==> config.mk <==
export PLATFORM = sky130hd
export DESIGN_NAME = tile_window_residency_manager_top
export DESIGN_NICKNAME = d
export VERILOG_FILES = /design/src/design/twrm_pkg.sv /design/src/design/tile_window_residency_manager_top.sv
export SDC_FILE = /design/constraint.sdc
export NUM_CORES = 2
export LEC_CHECK = 0
export ABC_AREA = 1
export BUFFER_PORTS_ARGS = -buffer_cell sky130_fd_sc_hd__buf_2
export CELL_PAD_IN_SITES_DETAIL_PLACEMENT = 1
export CELL_PAD_IN_SITES_GLOBAL_PLACEMENT = 2
export CORE_ASPECT_RATIO = 1.4
export CORE_MARGIN = 2
export CORE_UTILIZATION = 44
export CTS_CLUSTER_DIAMETER = 150
export CTS_CLUSTER_SIZE = 20
export DETAILED_ROUTE_END_ITERATION = 10
export PLACE_DENSITY_LB_ADDON = 0.3
export SETUP_SLACK_MARGIN = 0.3
export SLEW_MARGIN = 20
export SYNTH_ARGS = -nofsm -noshare
export SYNTH_HDL_FRONTEND = slang
export SYNTH_SLANG_ARGS = --single-unit
==> constraint.sdc <==
create_clock -name clk_i -period 7.1 [get_ports clk_i]
set_input_delay 0.71 -clock clk_i [delete_from_list [all_inputs] [get_ports clk_i]]
set_output_delay 0.71 -clock clk_i [all_outputs]
set_load 0.005 [all_outputs]
==> src/design/twrm_pkg.sv <==
`timescale 1ns / 1ps
// ----------------------------------------------------------------------------
// twrm_pkg
// Shared types and codes for the tile window residency manager.
// ----------------------------------------------------------------------------
package twrm_pkg;

  typedef enum logic [1:0] {
    OP_MOVE      = 2'd0,
    OP_LOAD_DONE = 2'd1,
    OP_READ      = 2'd2,
    OP_NOP       = 2'd3
  } op_e;

  typedef enum logic [1:0] {
    PH_UNSEEN  = 2'd0,
    PH_SEEN    = 2'd1,
    PH_LOADING = 2'd2,
    PH_READY   = 2'd3
  } phase_e;

  localparam logic CFG_NEAR_RADIUS = 1'b0;
  localparam logic CFG_MID_RADIUS  = 1'b1;

  localparam logic [2:0] NEAR_RESET = 3'd1;
  localparam logic [2:0] MID_RESET  = 3'd2;

  typedef enum logic [2:0] {
    ST_INIT,
    ST_IDLE,
    ST_CULL,
    ST_TILE,
    ST_PROBE,
    ST_DETAIL,
    ST_SLOT
  } state_e;

  typedef struct packed {
    logic [1:0]         op;
    logic signed [23:0] player_x;
    logic signed [23:0] player_z;
    logic [6:0]         slot_index;
  } twrm_in_t;

  typedef struct packed {
    logic signed [11:0] centre_x;
    logic signed [11:0] centre_z;
    logic [6:0]         new_loads;
    logic               out_of_slots;
    logic               accepted;
    logic signed [11:0] tile_x;
    logic signed [11:0] tile_z;
    logic [1:0]         detail_level;
    logic [1:0]         slot_status;
  } twrm_out_t;

  typedef struct packed {
    logic [11:0] tx;
    logic [11:0] tz;
    logic [1:0]  detail;
    phase_e      phase;
  } slot_t;

endpackage

==> src/design/tile_window_residency_manager_top.sv <==
`timescale 1ns / 1ps
// ----------------------------------------------------------------------------
// tile_window_residency_manager_top
// Slot table for a GRID x GRID tile window held in one synchronous memory.
// Move: cull sweep over the slots, assignment walk (a window tile not yet
// held takes the next free slot), detail sweep over the slots.
// Load finished and read access one slot.
// After reset the memory is filled with busy_o high.
// Results show for one cycle on done_o; the receiver cannot stall.
// ----------------------------------------------------------------------------
module tile_window_residency_manager_top import twrm_pkg::*; #(
  parameter int GRID       = 9,
  parameter int SLOTS      = 81,
  parameter int TILE_SHIFT = 4
) (
  input  logic      clk_i,
  input  logic      rst_ni,
  input  logic      start_i,
  output logic      busy_o,
  input  twrm_in_t  item_i,
  output logic      done_o,
  output twrm_out_t result_o,
  input  logic      cfg_we_i,
  input  logic      cfg_idx_i,
  input  logic [2:0] cfg_data_i
);

  localparam int HALF = GRID / 2;
  localparam int NT   = GRID * GRID;
  localparam int AW   = $clog2(SLOTS);
  localparam int SW   = $clog2(SLOTS + 1);
  localparam int GW   = $clog2(GRID);
  localparam int NW   = $clog2(NT);
  localparam logic signed [24:0] C_LO = 25'(-2048 + HALF);
  localparam logic signed [24:0] C_HI = 25'(2047 - (GRID - 1 - HALF));
  localparam logic signed [24:0] RND  = 25'(1 << (TILE_SHIFT + 7));

  state_e      state_q, state_d;
  logic [SW-1:0] sc_q, sc_d, sp_q, sp_d;
  logic [GW-1:0] ti_q, ti_d, tj_q, tj_d;
  logic [NT-1:0] occ_q, occ_d;
  logic [11:0] cx_q, cx_d, cz_q, cz_d;
  logic [2:0]  near_q, mid_q;
  op_e         op_q, op_d;
  logic [AW-1:0] idx_q, idx_d;
  logic [6:0]  loads_q, loads_d;
  logic        short_q, short_d;
  logic        done_q, done_d;
  twrm_out_t   res_q, res_d;

  slot_t       mem [SLOTS];
  slot_t       rd_q, wd;
  logic        we;
  logic [AW-1:0] wa, ra;

  logic signed [24:0] sx, sz, fx, fz;
  logic signed [12:0] ox, oz;
  logic        in_win;
  logic [NW-1:0] occ_idx, tile_idx;
  logic        tile_last;
  logic [GW-1:0] ti_nx, tj_nx;
  logic [11:0] win_tx, win_tz;
  logic [AW-1:0] prev_a;

  function automatic logic [12:0] absdiff(input logic [11:0] a, input logic [11:0] b);
    logic signed [12:0] d;
    d = $signed({a[11], a}) - $signed({b[11], b});
    return d[12] ? 13'(-d) : 13'(d);
  endfunction

  function automatic logic [1:0] ring(input logic [11:0] tx, input logic [11:0] tz,
                                      input logic [11:0] cx, input logic [11:0] cz,
                                      input logic [2:0] nr, input logic [2:0] mr);
    logic [12:0] dx, dz, d;
    dx = absdiff(tx, cx);
    dz = absdiff(tz, cz);
    d  = (dx > dz) ? dx : dz;
    if (d <= {10'd0, nr}) return 2'd3;
    if (d <= {10'd0, mr}) return 2'd2;
    return 2'd1;
  endfunction

  // slot memory
  always_ff @(posedge clk_i) begin
    if (we) begin
      mem[wa] <= wd;
    end
    rd_q <= mem[ra];
  end

  always_ff @(posedge clk_i or negedge rst_ni) begin
    if (!rst_ni) begin
      near_q <= NEAR_RESET;
      mid_q  <= MID_RESET;
    end else if (cfg_we_i) begin
      if (cfg_idx_i == CFG_NEAR_RADIUS) near_q <= cfg_data_i;
      if (cfg_idx_i == CFG_MID_RADIUS)  mid_q  <= cfg_data_i;
    end
  end

  always_ff @(posedge clk_i or negedge rst_ni) begin
    if (!rst_ni) begin
      state_q <= ST_INIT;
      sc_q    <= '0;
      sp_q    <= '0;
      ti_q    <= '0;
      tj_q    <= '0;
      occ_q   <= '0;
      cx_q    <= '0;
      cz_q    <= '0;
      op_q    <= OP_NOP;
      idx_q   <= '0;
      loads_q <= '0;
      short_q <= 1'b0;
      done_q  <= 1'b0;
    end else begin
      state_q <= state_d;
      sc_q    <= sc_d;
      sp_q    <= sp_d;
      ti_q    <= ti_d;
      tj_q    <= tj_d;
      occ_q   <= occ_d;
      cx_q    <= cx_d;
      cz_q    <= cz_d;
      op_q    <= op_d;
      idx_q   <= idx_d;
      loads_q <= loads_d;
      short_q <= short_d;
      done_q  <= done_d;
    end
  end

  always_ff @(posedge clk_i) begin
    res_q <= res_d;
  end

  // centre tile from the incoming position
  always_comb begin
    sx = {item_i.player_x[23], item_i.player_x} + RND;
    sz = {item_i.player_z[23], item_i.player_z} + RND;
    fx = sx >>> (TILE_SHIFT + 8);
    fz = sz >>> (TILE_SHIFT + 8);
    if (fx < C_LO) fx = C_LO;
    else if (fx > C_HI) fx = C_HI;
    if (fz < C_LO) fz = C_LO;
    else if (fz > C_HI) fz = C_HI;
  end

  // window test of the slot just read
  always_comb begin
    ox = $signed({rd_q.tx[11], rd_q.tx}) - $signed({cx_q[11], cx_q}) + 13'(HALF);
    oz = $signed({rd_q.tz[11], rd_q.tz}) - $signed({cz_q[11], cz_q}) + 13'(HALF);
    in_win = !ox[12] && !oz[12] && (ox <= 13'(GRID - 1)) && (oz <= 13'(GRID - 1));
    occ_idx = NW'(ox[GW-1:0] * GRID + oz[GW-1:0]);
    tile_idx = NW'(ti_q * GRID + tj_q);
    tile_last = (ti_q == GW'(GRID - 1)) && (tj_q == GW'(GRID - 1));
    if (tj_q == GW'(GRID - 1)) begin
      tj_nx = '0;
      ti_nx = ti_q + 1'b1;
    end else begin
      tj_nx = tj_q + 1'b1;
      ti_nx = ti_q;
    end
    win_tx = cx_q - 12'(HALF) + 12'(ti_q);
    win_tz = cz_q - 12'(HALF) + 12'(tj_q);
    prev_a = AW'(sc_q - 1'b1);
  end

  always_comb begin
    state_d = state_q;
    sc_d    = sc_q;
    sp_d    = sp_q;
    ti_d    = ti_q;
    tj_d    = tj_q;
    occ_d   = occ_q;
    cx_d    = cx_q;
    cz_d    = cz_q;
    op_d    = op_q;
    idx_d   = idx_q;
    loads_d = loads_q;
    short_d = short_q;
    done_d  = 1'b0;
    res_d   = '0;
    we      = 1'b0;
    wa      = prev_a;
    wd      = rd_q;
    ra      = sc_q[AW-1:0];

    unique case (state_q)
      ST_INIT: begin
        we = 1'b1;
        wa = sc_q[AW-1:0];
        if (sc_q < SW'(NT)) begin
          wd.tx     = 12'(ti_q) - 12'(HALF);
          wd.tz     = 12'(tj_q) - 12'(HALF);
          wd.phase  = PH_SEEN;
          wd.detail = ring(wd.tx, wd.tz, '0, '0, NEAR_RESET, MID_RESET);
        end else begin
          wd.tx     = '0;
          wd.tz     = '0;
          wd.phase  = PH_UNSEEN;
          wd.detail = 2'd1;
        end
        ti_d = ti_nx;
        tj_d = tj_nx;
        if (sc_q == SW'(SLOTS - 1)) begin
          state_d = ST_IDLE;
          sc_d    = '0;
        end else begin
          sc_d = sc_q + 1'b1;
        end
      end

      ST_IDLE: begin
        if (start_i) begin
          op_d  = op_e'(item_i.op);
          idx_d = AW'(item_i.slot_index);
          ra    = AW'(item_i.slot_index);
          unique case (op_e'(item_i.op))
            OP_MOVE: begin
              cx_d    = fx[11:0];
              cz_d    = fz[11:0];
              occ_d   = '0;
              sc_d    = '0;
              loads_d = '0;
              short_d = 1'b0;
              state_d = ST_CULL;
            end
            OP_LOAD_DONE, OP_READ: begin
              if (32'(item_i.slot_index) < SLOTS) begin
                state_d = ST_SLOT;
              end else begin
                done_d = 1'b1;
              end
            end
            default: done_d = 1'b1;
          endcase
        end
      end

      ST_CULL: begin
        if (sc_q != '0) begin
          if (!in_win) begin
            we       = 1'b1;
            wd.phase = PH_UNSEEN;
          end else if (rd_q.phase != PH_UNSEEN) begin
            occ_d[occ_idx] = 1'b1;
          end
        end
        if (sc_q == SW'(SLOTS)) begin
          state_d = ST_TILE;
          sp_d    = '0;
          ti_d    = '0;
          tj_d    = '0;
        end else begin
          sc_d = sc_q + 1'b1;
        end
      end

      ST_TILE: begin
        ra = sp_q[AW-1:0];
        if (occ_q[tile_idx] || sp_q == SW'(SLOTS)) begin
          if (!occ_q[tile_idx]) short_d = 1'b1;
          ti_d = ti_nx;
          tj_d = tj_nx;
          if (tile_last) begin
            state_d = ST_DETAIL;
            sc_d    = '0;
          end
        end else begin
          state_d = ST_PROBE;
        end
      end

      ST_PROBE: begin
        sp_d    = sp_q + 1'b1;
        state_d = ST_TILE;
        if (rd_q.phase == PH_UNSEEN) begin
          we       = 1'b1;
          wa       = sp_q[AW-1:0];
          wd.tx    = win_tx;
          wd.tz    = win_tz;
          wd.phase = PH_LOADING;
          loads_d  = loads_q + 1'b1;
          ti_d     = ti_nx;
          tj_d     = tj_nx;
          if (tile_last) begin
            state_d = ST_DETAIL;
            sc_d    = '0;
          end
        end
      end

      ST_DETAIL: begin
        if (sc_q != '0) begin
          we        = 1'b1;
          wd.detail = ring(rd_q.tx, rd_q.tz, cx_q, cz_q, near_q, mid_q);
          if (rd_q.phase == PH_READY) wd.phase = PH_SEEN;
        end
        if (sc_q == SW'(SLOTS)) begin
          state_d            = ST_IDLE;
          done_d             = 1'b1;
          res_d.centre_x     = cx_q;
          res_d.centre_z     = cz_q;
          res_d.new_loads    = loads_q;
          res_d.out_of_slots = short_q;
        end else begin
          sc_d = sc_q + 1'b1;
        end
      end

      ST_SLOT: begin
        state_d = ST_IDLE;
        done_d  = 1'b1;
        wa      = idx_q;
        if (op_q == OP_LOAD_DONE) begin
          if (rd_q.phase == PH_LOADING) begin
            we             = 1'b1;
            wd.phase       = PH_READY;
            res_d.accepted = 1'b1;
          end
        end else begin
          res_d.tile_x       = rd_q.tx;
          res_d.tile_z       = rd_q.tz;
          res_d.detail_level = rd_q.detail;
          res_d.slot_status  = rd_q.phase;
        end
      end

      default: state_d = ST_IDLE;
    endcase
  end

  assign busy_o   = (state_q != ST_IDLE);
  assign done_o   = done_q;
  assign result_o = res_q;

endmodule
[Word-level counts from Yosys, hierarchy flattened]
Memories as Yosys holds them, arrays and structs flattened. A register that Yosys moved wholly into a read port is not among the register bits.
Cells that the tools add are included.
W data, S select, Z words.
Operators by class
  $add $sub $neg: 24
  multipliers: 2
  magnitude comparators: 17
  equal/unequal tests: 32
  mux-type cells: 109
  bitwise gates (word level): 3
  reductions and logical operators: 34
Operators with widths (count)
  $mux W81: 5
  $pmux W81 S2: 1
  $or A81 B81 Y81: 1
  $mux W13: 6
  $mux W7: 11
  $add A24 B13 Y25 const B: 2
  $mux W12: 4
  $pmux W24 S2: 1
  $pmux W7 S2: 3
  $pmux W7 S5: 1
  $mux W4: 8
  $pmux W4 S4: 2
  $mux W1: 31
  $mux W2: 14
  $mux W28: 1
  $mux W3: 9
  $add A13 B4 Y13 const B: 2
  $gt A13 B12 Y1 const B: 2
  $gt A13 B13 Y1: 2
  $le A13 B3 Y1: 2
  $le A13 B5 Y1 const B: 2
  $lt A13 B12 Y1 const B: 2
  $neg A13 Y13: 2
  $neg A5 Y13: 2
  other kinds (54): 105
Storage, ports and cells
  register bits after elaboration: 215
  memory bits (writable): 2268
  bits of input ports: 65
  output and inout bits: 63
  word-level logic and storage cells: 246
  memories: 1
Memories
  mem: words 81, width 28, rd ports 1, clocked after memory_dff 1, wr ports 1, RTL line tile_window_residency_manager_top.sv:51  | slot_t mem [SLOTS];

[Depth between registers and ports, before layout]
  depth in word-level cells: 16
  mapped depth: 41
  gate-level depth less buffers: 40

[Worst setup path before layout]
No wires, ideal clock.
  path type: flip-flop to flip-flop
  start point: register cx_q[0]
  end point: memory mem[0][3] in the netlist's numbering (data pin)
  library setup time: 0.682 ns
  arrival: 5.709 ns
  data required time: 6.418 ns
  path slack: 0.709 ns
  cell stages (with the launch flop): 34
  buffers on the path: 1
  period minus slack after synthesis: 6.391 ns
  path through: dfrtp_1 -> ha_1 -> fa_1 -> xor2_1 -> nand3_1 -> nor2_1 -> nand2_1 -> nor2_1 -> nand2_1 -> nand2_1 -> nand2_1 -> nand2_1 -> nand2_1 -> ha_1 -> nand2_1 -> nor2_1 -> nand4_1 -> o21bai_1 -> nand2_1 -> nand2_1 -> inv_1 -> clkbuf_1 -> o21ai_0 -> ha_1 -> nand2_1 -> nor2_1 -> a211oi_1 -> o211a_1 -> nand3_1 -> nand2_1 -> inv_1 -> nand2_1 -> nand2_1 -> nand3_1
RTL lines
  from (decl): RTL line tile_window_residency_manager_top.sv:42  | logic [11:0] cx_q, cx_d, cz_q, cz_d;
  from (signal assigned): RTL line tile_window_residency_manager_top.sv:109  | cx_q <= '0;
  from (signal assigned): RTL line tile_window_residency_manager_top.sv:123  | cx_q <= cx_d;
  to (decl): RTL line tile_window_residency_manager_top.sv:51

==> out/results.txt <==
Tightest Pin Transition = 1.20 ns
Critical Path AT = 6.76 ns
Initial antenna violation count = 9
Crit path top cell by count = nand2_1
Vias = 74,200
Setup skew after layout = 0.0624 ns
Largest net degree at the start of global routing = 180
Status = completed
CTS HTree Levels = 4
Setup crit end kind = flop
Ratio of cells with drive above 1 in the final layout = 0.0777
Tmin final = 6.17 ns
Area leader, netlist = edfxtp_1
Hold Crit Depth = 3
GRT Overall Usage = 0.280
Reg2Reg Depth = 34
P&R area growth vs syn = 8.81%
Ports = 128
Placed inst area = 0.112 mm2
Area of the mapped netlist = 0.106 mm2
CP Max Fanout = 35
Root cell of the clock tree = clkbuf_16
Starting Density = 0.443
Routed WL = 349 mm
Clk_lat worst skew = 0.89 ns
FFs w/ async S/R, synth = 0.0613
Die width = 420 um
Post-synthesis sequential area ratio = 0.692
Yosys Warn Count = 0
Placer Congestion = 0.878
Fmax = 0.162 GHz
Unrepaired setup endpoints after global routing = false
Critical R2R Launch = cz_q[0]
Hold_sp = item_i[55]
Max Slew Vio Count = 0
Crit path buf inv count = 4
Core box area = 0.241 mm2
CTS max path bufs = 4
Final Instance Area = 0.116 mm2
Kind of critical path = reg2reg
Synth top area cells = edfxtp_1 (64%), o21ai_0 (6.1%), nor2_1 (5.2%), dfrtp_1 (3.5%), nand2_1 (3.0%)
Reg2reg setup slack = 0.93 ns
Clk slew on worst S/H paths = 0.09 ns
Worst path top cell family by delay = simple AND/OR/NAND/NOR gates
Highest-delay cell along the critical path = dfrtp_1
R2R Path End = mem[29][2]
Worst slew margin = 0.198
Final Util = 0.482
Required @ worst endpoint = 7.69 ns
GR Overflow Total = 0
Period utilization = 0.869
Via/cell ratio = 6.08
I/O Buffers = 105
Startpoint Class = flop
Post-synth EDFFs = 2,268
Antenna-violating nets left = 0
Count leader, synth = edfxtp_1
Min-Delay Endpoint = op_q[0]
Final HPWL DP = 208 mm
# Max-Cap Violations = 0
Register bit total from synthesis = 2,511
CTS tree = built
Syn Area/Cell = 11.8 um2
Main synth FF type = edfxtp_1
FILL cells = 25,000
Final setup fails = 0
Setup TNS = 0 ns
CP peak stage delay = 0.42 ns
DRC errors left = 0
First-pass GRT wire length = 511 mm
DR pass1 iterations = 5
Mapped Cells = 9,028
Netlist cell types = 60
DR iter-0 viols = 6,588
Hold Path Class = in2reg
Die H = 586 um
Top-area cell type share of the netlist area = 0.640
Fin. Hold Viols = 0
TritonCTS Buffers = 151
Routed WL per cell = 28.6 um
Post CTS Setup Buffer Count = 0
DIE AREA = 0.246 mm2
Row cnt = 213
Final nets = 9,141
Synth cell count leaders = edfxtp_1 (2,268), nor2_1 (1,477), o21ai_0 (1,291)
Sink Count = 2,511
Setup crit start = cz_q[0]
Vias in the first global route = 77,300
layout by cell type (no fill, tap or decap), types with 153 or more instances in the layout:
| cell | synthesis | layout |
|---|---|---|
| nand3_1 | 358 | 357 |
| nand2_1 | 848 | 845 |
| o22ai_1 | 294 | 294 |
| edfxtp_1 | 2268 | 2268 |
| inv_1 | 378 | 376 |
| nor2_1 | 1477 | 1404 |
| o221ai_1 | 291 | 280 |
| clkbuf_16 | 0 | 153 |
| buf_4 | 22 | 180 |
| o21ai_0 | 1291 | 1288 |
| o211ai_1 | 230 | 230 |
| a21oi_1 | 201 | 196 |
metrics by stage:
step	cells	setup slack (ns)	hold WS, ns
after floorplan	9030	0.709	0.414
after global placement	12000	0.607	0.453
after detailed placement	12000	0.466	0.459
after CTS	12200	0.399	0.0129
after global routing	12200	0.361	0.0467
final	12200	0.931	0.0640
worst reg2reg max path, delay by kind of cell, from the launching register on:
| family | cells | cell delay [ns] |
|---|---|---|
| compound gates | 5 | 0.84 |
| fa+ha+maj | 4 | 1.26 |
| flops | 1 | 0.42 |
| buf+inv | 4 | 0.80 |
| simple gates | 21 | 2.52 |
area by class of cell:
class	instances	area (um2)	share of cell area
diodes	4	10.0	0.0000864
clock buffers	183	3940	0.0340
clock inverters	6	62.6	0.000540
inverters	404	1540	0.0133
multi-input cells	5535	29700	0.256
flip-flops and latches	2511	73700	0.636
well taps	3225	4040	0.0348
repair buffers	336	2880	0.0249
registers in the layout (all words and copies together), names as in the netlist, 4 cells and up:
name,cells
sp_q,7
cz_q,12
ti_q,4
tj_q,4
rd_q,28
loads_q,7
sc_q,7
occ_q,81
idx_q,7
mem,2268
cx_q,12
result_o,61
how the worst max path moves through the flow:
| stage | to | cells after the start |
|---|---|---|
| 2_1_floorplan | mem[0][3] | 33 |
| 4_1_cts | mem[27][3] | 32 |
| 3_5_place_dp | mem[15][3] | 32 |
| 6_report | mem[29][2] | 34 |
| 5_1_grt | mem[29][2] | 38 |
| 3_3_place_gp | mem[8][3] | 32 |
logic make-up after synthesis:
group / synth area share
buf+inv: 0.0383
compound gates: 0.135
fa+ha+maj: 0.0165
flops: 0.692
other cells: 0.0000705
xor+xnor: 0.00526
simple gates: 0.113
per-layer routing:
metal | track usage | part of all wire
met5 | 0 | 0
met4 | 0.132 | 0.054
met3 | 0.0295 | 0.051
met2 | 0.486 | 0.50
met1 | 0.349 | 0.39
timing repair:
action,CTS,global route
setup endpoints to repair,0,162
gates resized for setup,0,9
hold buffers,1,0
hold endpoints to repair,74,0
Power is not shown: default switching activity piles up to over one toggle a cycle in this logic, so the estimate is an artifact.
